### src/design/ssn_pkg.sv
// Shared types and constants for the surface strip normal block.
`default_nettype none

package ssn_pkg;

    localparam int COORD_W     = 32;
    localparam int NORM_W      = 16;
    localparam int MAG_W       = COORD_W + 1;
    localparam int PROD_W      = 2 * MAG_W;
    localparam int NORM_BITS   = 30;
    localparam int SHIFT_STEPS = $clog2(PROD_W);
    localparam int SQ_W        = 2 * NORM_BITS;
    localparam int SUM_W       = SQ_W + 2;
    localparam int ROOT_W      = SUM_W / 2;
    localparam int DIV_NUM_W   = NORM_BITS + NORM_W;
    localparam int DIV_LAST    = NORM_W + 1;
    localparam int STEP_MAX_A  = (ROOT_W > DIV_LAST) ? ROOT_W : DIV_LAST;
    localparam int STEP_MAX    = (STEP_MAX_A > SHIFT_STEPS) ? STEP_MAX_A : SHIFT_STEPS;
    localparam int STEP_W      = $clog2(STEP_MAX + 1);
    localparam int CFG_IDX_W   = 2;

    localparam logic [CFG_IDX_W-1:0] REG_SLICE_MODE   = CFG_IDX_W'(0);
    localparam logic [CFG_IDX_W-1:0] REG_SLICE_Z_STEP = CFG_IDX_W'(1);

    localparam logic [1:0] MODE_BOTH = 2'd0;
    localparam logic [1:0] MODE_PREV = 2'd1;
    localparam logic [1:0] MODE_NEXT = 2'd2;
    localparam logic [1:0] MODE_NONE = 2'd3;

    localparam logic [1:0] COMP_X = 2'd0;
    localparam logic [1:0] COMP_Y = 2'd1;
    localparam logic [1:0] COMP_Z = 2'd2;

    localparam logic signed [COORD_W-1:0] Z_STEP_RESET = COORD_W'(65536);

    typedef struct packed {
        logic signed [COORD_W-1:0] x_pos;
        logic signed [COORD_W-1:0] y_here;
        logic signed [COORD_W-1:0] y_prev;
        logic signed [COORD_W-1:0] y_next;
        logic                      strip_end;
    } t_in_item;

    typedef struct packed {
        logic signed [NORM_W-1:0] norm_x;
        logic signed [NORM_W-1:0] norm_y;
        logic signed [NORM_W-1:0] norm_z;
        logic                     final_normal;
    } t_out_item;

    typedef struct packed {
        logic signed [COORD_W:0] tx;
        logic signed [COORD_W:0] ty;
        logic signed [COORD_W:0] sdy;
        logic                    last;
    } t_job;

    typedef struct packed {
        logic              accept;
        logic [1:0]        comp;
        logic [STEP_W-1:0] step;
        logic              mul_en;
        logic              norm_en;
        logic              sq_en;
        logic              acc_clr;
        logic              acc_en;
        logic              root_init;
        logic              root_en;
        logic              div_init;
        logic              div_en;
        logic              div_store;
        logic              load_out;
        logic              next_job;
    } t_cmd;

    typedef struct packed {
        logic has_job;
        logic more_jobs;
        logic out_free;
    } t_status;

endpackage

`default_nettype wire

### src/design/ssn_ctrl.sv
// Sequencer that steps the normal datapath through its phases.
`default_nettype none

module ssn_ctrl
    import ssn_pkg::*;
(
    input  wire logic    i_clk,
    input  wire logic    i_rst_n,
    input  wire logic    i_in_valid,
    input  wire t_status i_status,
    output t_cmd         o_cmd,
    output logic         o_in_stall
);

    typedef enum logic [2:0] {
        S_IDLE, S_START, S_MUL, S_NORM, S_SQ, S_ROOT, S_DIV, S_OUT
    } t_state;

    t_state            r_state, n_state;
    logic [STEP_W-1:0] r_step, n_step;
    logic [1:0]        r_comp, n_comp;

    always_comb begin
        o_cmd   = '0;
        n_state = r_state;
        n_step  = r_step + STEP_W'(1);
        n_comp  = r_comp;
        o_cmd.step = r_step;
        o_cmd.comp = r_step[1:0];
        unique case (r_state)
            S_IDLE: begin
                o_cmd.accept = i_in_valid;
                if (i_in_valid) n_state = S_START;
            end
            S_START: begin
                n_step  = '0;
                n_state = i_status.has_job ? S_MUL : S_IDLE;
            end
            S_MUL: begin
                o_cmd.mul_en = 1'b1;
                if (r_step == STEP_W'(2)) begin
                    n_state = S_NORM;
                    n_step  = '0;
                end
            end
            S_NORM: begin
                o_cmd.norm_en = 1'b1;
                if (r_step == STEP_W'(SHIFT_STEPS - 1)) begin
                    n_state = S_SQ;
                    n_step  = '0;
                end
            end
            S_SQ: begin
                o_cmd.sq_en   = (r_step < STEP_W'(3));
                o_cmd.acc_clr = (r_step == '0);
                o_cmd.acc_en  = (r_step != '0);
                if (r_step == STEP_W'(3)) begin
                    n_state = S_ROOT;
                    n_step  = '0;
                end
            end
            S_ROOT: begin
                o_cmd.root_init = (r_step == '0);
                o_cmd.root_en   = (r_step != '0);
                if (r_step == STEP_W'(ROOT_W)) begin
                    n_state = S_DIV;
                    n_step  = '0;
                    n_comp  = COMP_X;
                end
            end
            S_DIV: begin
                o_cmd.comp      = r_comp;
                o_cmd.div_init  = (r_step == '0);
                o_cmd.div_en    = (r_step != '0) && (r_step != STEP_W'(DIV_LAST));
                o_cmd.div_store = (r_step == STEP_W'(DIV_LAST));
                if (r_step == STEP_W'(DIV_LAST)) begin
                    n_step = '0;
                    if (r_comp == COMP_Z) n_state = S_OUT;
                    else n_comp = r_comp + 2'd1;
                end
            end
            S_OUT: begin
                n_step = '0;
                if (i_status.out_free) begin
                    o_cmd.load_out = 1'b1;
                    o_cmd.next_job = 1'b1;
                    n_state = i_status.more_jobs ? S_MUL : S_IDLE;
                end
            end
            default: n_state = S_IDLE;
        endcase
    end

    always_ff @(posedge i_clk) begin
        if (!i_rst_n) begin
            r_state <= S_IDLE;
            r_step  <= '0;
            r_comp  <= COMP_X;
        end else begin
            r_state <= n_state;
            r_step  <= n_step;
            r_comp  <= n_comp;
        end
    end

    assign o_in_stall = (r_state != S_IDLE);

endmodule

`default_nettype wire

### config.mk
export PLATFORM = sky130hd
export DESIGN_NAME = ssn_ctrl
export DESIGN_NICKNAME = d
export VERILOG_FILES = /design/src/design/ssn_pkg.sv /design/src/design/ssn_ctrl.sv
export SDC_FILE = /design/constraint.sdc
export NUM_CORES = 1
export LEC_CHECK = 0
export BUFFER_PORTS_ARGS = -buffer_cell sky130_fd_sc_hd__buf_2
export CAP_MARGIN = 40
export CELL_PAD_IN_SITES_DETAIL_PLACEMENT = 0
export CELL_PAD_IN_SITES_GLOBAL_PLACEMENT = 1
export CORE_ASPECT_RATIO = 1.4
export CORE_MARGIN = 1
export CORE_UTILIZATION = 32
export DETAILED_ROUTE_END_ITERATION = 8
export PLACE_DENSITY_LB_ADDON = 0.12
export REMOVE_ABC_BUFFERS = 1
export SETUP_SLACK_MARGIN = 0.15
export SYNTH_ARGS = -nofsm -noshare
export SYNTH_HDL_FRONTEND = slang
export SYNTH_SLANG_ARGS = --single-unit
### constraint.sdc
create_clock -name i_clk -period 2.1 [get_ports i_clk]
set_input_delay 0.42 -clock i_clk [delete_from_list [all_inputs] [get_ports i_clk]]
set_output_delay 0.42 -clock i_clk [all_outputs]
set_load 0.01 [all_outputs]
==> results.txt <==
Setup repair after global routing could not meet its margin everywhere. Routability-driven placement finished with a final weighted congestion of 0.853. The met2 routing resource usage after global routing is 33.2%.

The maximum number of pins on one net before global-route repair came out at 12. Summed over all nets, the half-perimeter wirelength after detailed placement is 1.75 mm. The highest-delay cell along the critical path is sky130_fd_sc_hd__dfxtp_2. The worst supply voltage drop on vdd is 570 uV. The max-slew headroom at the worst pin is 74.8%. The number of remaining DRC errors is 0. The number of nets still failing antenna checks after routing came out at 0. In this run the worst path has a maximum fanout of 7.

The net load switching power came out at 0.398 mW. The number of cells on the worst hold path came out at 3. The critical path depth in cells came out at 5. The tree is rooted in a sky130_fd_sc_hd__clkbuf_4.

In the final layout, the share of cells above drive strength 1 is 43.5%. The count of cells in the finished layout, fillers not included, comes to 172. The final critical-path required period is 1.90 ns. Counting every instance in the synthesized netlist gives 102. The final net count is 151.

The core region is 2420 um2. The antenna cell count is 0. The global routing stage identified its most utilized layer as met2.

The maximum level of the CTS H-tree is 1. From bottom edge to top edge, the die measures 62.0 um. The critical path is of the flip-flop to primary output type.

By area, the combinational part of the netlist is dominated by simple AND/OR/NAND/NOR gates. Data arrives at the worst endpoint at 1.48 ns. After synthesis, the share of cell area in mux cells is 6.85%. The via count of the first global-routing pass came out at 801. The power per cell area is 880 nW/um2. The number of CTS-inserted buffers is 3. The min-delay analysis places its worst path in the category primary input to flip-flop.

The total number of yosys warnings is 0. Cell internal power was estimated by the tool at 0.593 mW. The worst clock skew on the final layout came out at 0.00124 ns. The number of antenna violations at the first check in global routing came out at 0. The switching share of power came out at 40.2%.

The share of the synthesized area in the top cell type came out at 24.4%. The clock latency on the worst-skew pair is 0.27 ns. The number of hold buffers added after CTS was 0.

The total routing resource utilization after global routing is 17.7%. The TritonCTS sink count is 10. For this block, the initial DRC count from the detailed router was 17. The clock share of power came out at 18.3%. The power share of the combinational group came out at 52.7%. The worst reg2reg path depth is 7.

Setup violations remaining at the end of the flow were counted as 0. The share of the synthesized area in compound gates (AO/OA/AOI/OAI) is 18.3%. The type of destination of the critical path is a primary output. The total of max-cap violations is 0. The number of vias after detailed routing is 872. The XOR/XNOR share of the synthesized area came out at 2.13%. The sum of negative setup slack came out at 0 ns. The flow ran to the end, and the final reports show no timing, DRC or antenna violations. Sorting the synthesized cells by area gives the leading types as sky130_fd_sc_hd__dfxtp_1 24%, sky130_fd_sc_hd__ha_1 9.1%, sky130_fd_sc_hd__nor2_1 7.8%. The post-detailed-route wirelength per cell is 12.8 um. The post-route clock period utilization is 90.7%. After detailed placement, the design holds a cell count of 165. After global routing the overflow that remains totals 0. In this run the horizontal extent of the chip is 44.8 um. The number of vias per cell came out at 5.07.

The clock-pin slew on the worst setup and hold paths is 0.08 ns. The length of the first detailed-routing pass in iterations came out at 3. The sum of buffers and inverters on the critical path is 2. The initialized floorplan defines 21 standard-cell rows. The area of the die is 2780 um2. The layout overhead on the synthesized area is 37.0%.

In this run, synthesis produced a sequential element count of 10. The final wirelength is 2.20 mm. The global-route met3 utilization is 3.76%. After synthesis the cells add up to 822 um2. The sequential group share of total power is 29.0%. 27 I/O pins were placed. In the layout the commonest cells are 26 x sky130_fd_sc_hd__buf_2, 17 x sky130_fd_sc_hd__nor2_1, 10 x sky130_fd_sc_hd__buf_4. The maximum frequency from static timing analysis came out at 0.525 GHz. The number of distinct library cells after synthesis is 39. The critical path launch point type is a flip-flop. sky130_fd_sc_hd__dfxtp_1 takes more of the synthesized area than any other cell. The simple logic cell fraction of the synthesized area came out at 31.7%.

The mean instance size in the synthesized netlist is 8.06 um2. The critical path goes through buf_4, ha_2, and4bb_2, nor3_2, buf_2. Before CTS, the worst setup slack after placement is 0.174 ns. The wire length of the first global-routing pass is 3.53 mm.

The worst path setup slack after routing is 0.195 ns. The number of input and output port buffers inserted came out at 26. After synthesis, flip-flops and latches occupy 24.4% of the total area. The clock passes through at most 2 buffers.

The met1 track utilization from global routing is 18.7%. The filler cells instantiated in the layout total 267. The required arrival time at the worst endpoint came out at 1.68 ns. The final-report max-slew violation count was 0. The library cell used most frequently in the layout, excluding fill and tap cells, is sky130_fd_sc_hd__buf_2. In this design, the stage delay of the slowest critical-path cell is 0.34 ns. The static power due to leakage is 0.543 nW. The post-synthesis share of cell area spent on full adders, half adders and majority gates is 9.13%. Grouping stages by cell kind, the critical path spends the most delay in simple AND/OR/NAND/NOR gates. The actual slew at the worst max-slew pin came out at 0.373 ns. The count of final hold-check violations is 0.

The clock tree from TritonCTS is yes. The initial utilization of the core area, before any placement, comes to 34.0%.
## final cells by class
type	count	area (um2)	area share (%)
repair buffers	37	216	19.2
clock buffers	4	36.3	3.22
flip-flops and latches	10	205	18.2
well taps	34	42.5	3.78
inverters	7	26.3	2.33
multi-input cells	80	599	53.2
## registers in the layout, summed over array words and instances (netlist names)
name     cells
r_comp       2
r_step       5
r_state      3
## power groups by stage
| stage | Sequential, mW | Combinational (mW) | Clock, mW |
|---|---|---|---|
| finish | 0.288 | 0.522 | 0.181 |
| CTS | 0.273 | 0.485 | 0.189 |
| global route | 0.292 | 0.576 | 0.200 |
| global placement | 0.275 | 0.477 | 0 |
| detailed placement | 0.275 | 0.477 | 0 |
| floorplan | 0.292 | 0.294 | 0 |
## stage by stage
step	hold WS, ns	util [%]	area, um2	power [mW]
floorplan	0.483	-	786	0.587
global placement	0.502	42.1	1020	0.752
detailed placement	0.517	42.1	1020	0.752
CTS	0.406	44.0	1060	0.947
global route	0.422	46.6	1130	1.07
finish	0.415	46.6	1130	0.991
## worst min-delay path: stages
cell                      delay, ns
sky130_fd_sc_hd__buf_2         0.13
sky130_fd_sc_hd__nand2_1       0.07
sky130_fd_sc_hd__a21oi_1       0.03
## synthesized netlist by cell type
master,n
sky130_fd_sc_hd__nand2_1,8
sky130_fd_sc_hd__and4bb_2,1
sky130_fd_sc_hd__buf_2,2
sky130_fd_sc_hd__nor2b_1,2
sky130_fd_sc_hd__mux2_4,1
sky130_fd_sc_hd__o21ai_0,1
sky130_fd_sc_hd__o22ai_1,1
sky130_fd_sc_hd__xnor2_1,1
sky130_fd_sc_hd__and2b_1,1
sky130_fd_sc_hd__a211oi_1,6
sky130_fd_sc_hd__nand2b_1,2
sky130_fd_sc_hd__buf_4,2
sky130_fd_sc_hd__ha_1,6
sky130_fd_sc_hd__xor2_1,1
sky130_fd_sc_hd__buf_6,1
sky130_fd_sc_hd__and3_2,1
sky130_fd_sc_hd__nor3_1,3
sky130_fd_sc_hd__nor4b_1,1
sky130_fd_sc_hd__or2b_1,1
sky130_fd_sc_hd__o31ai_1,1
sky130_fd_sc_hd__nand3b_1,1
sky130_fd_sc_hd__o32a_2,1
sky130_fd_sc_hd__a31oi_1,1
sky130_fd_sc_hd__dfxtp_1,10
sky130_fd_sc_hd__and2_1,1
sky130_fd_sc_hd__nand3b_2,1
sky130_fd_sc_hd__a21oi_1,5
sky130_fd_sc_hd__mux2i_1,3
sky130_fd_sc_hd__and3_1,2
sky130_fd_sc_hd__nand4bb_1,1
sky130_fd_sc_hd__mux2_2,1
sky130_fd_sc_hd__o21bai_1,1
sky130_fd_sc_hd__o32ai_2,1
sky130_fd_sc_hd__inv_1,7
sky130_fd_sc_hd__nand3_1,3
sky130_fd_sc_hd__nor2_1,17
sky130_fd_sc_hd__a32oi_1,1
sky130_fd_sc_hd__nor3b_4,1
sky130_fd_sc_hd__o221a_1,1
## worst paths after layout
kind              from          to  slack, ns
min reg2reg  r_comp[0]   r_comp[0]       0.53
min            i_rst_n   r_step[1]       0.41
max reg2reg  r_step[1]  r_state[1]       0.20
max          r_step[0]    o_cmd[3]       0.20
## cells by family after synthesis
group,after synthesis
simple gates,47
mux,5
xor+xnor,2
buf+inv,12
compound gates,20
flops,10
fa+ha+maj,6
## layer usage
layer / vias to the layer above / part of all wire (%)
met5: - / 0
met3: 2 / 2.7
li1: 434 / -
met2: 13 / 56
met1: 423 / 41
met4: 0 / 0.86
## what timing repair did
action                                  CTS  global route
gates cloned                              0             0
endpoints found under the setup margin    2             8
pin swaps                                 0             2
gates resized for setup                   3            11
buffers inserted                          0             3
No activity file was read; power rests on OpenSTA's default activity.
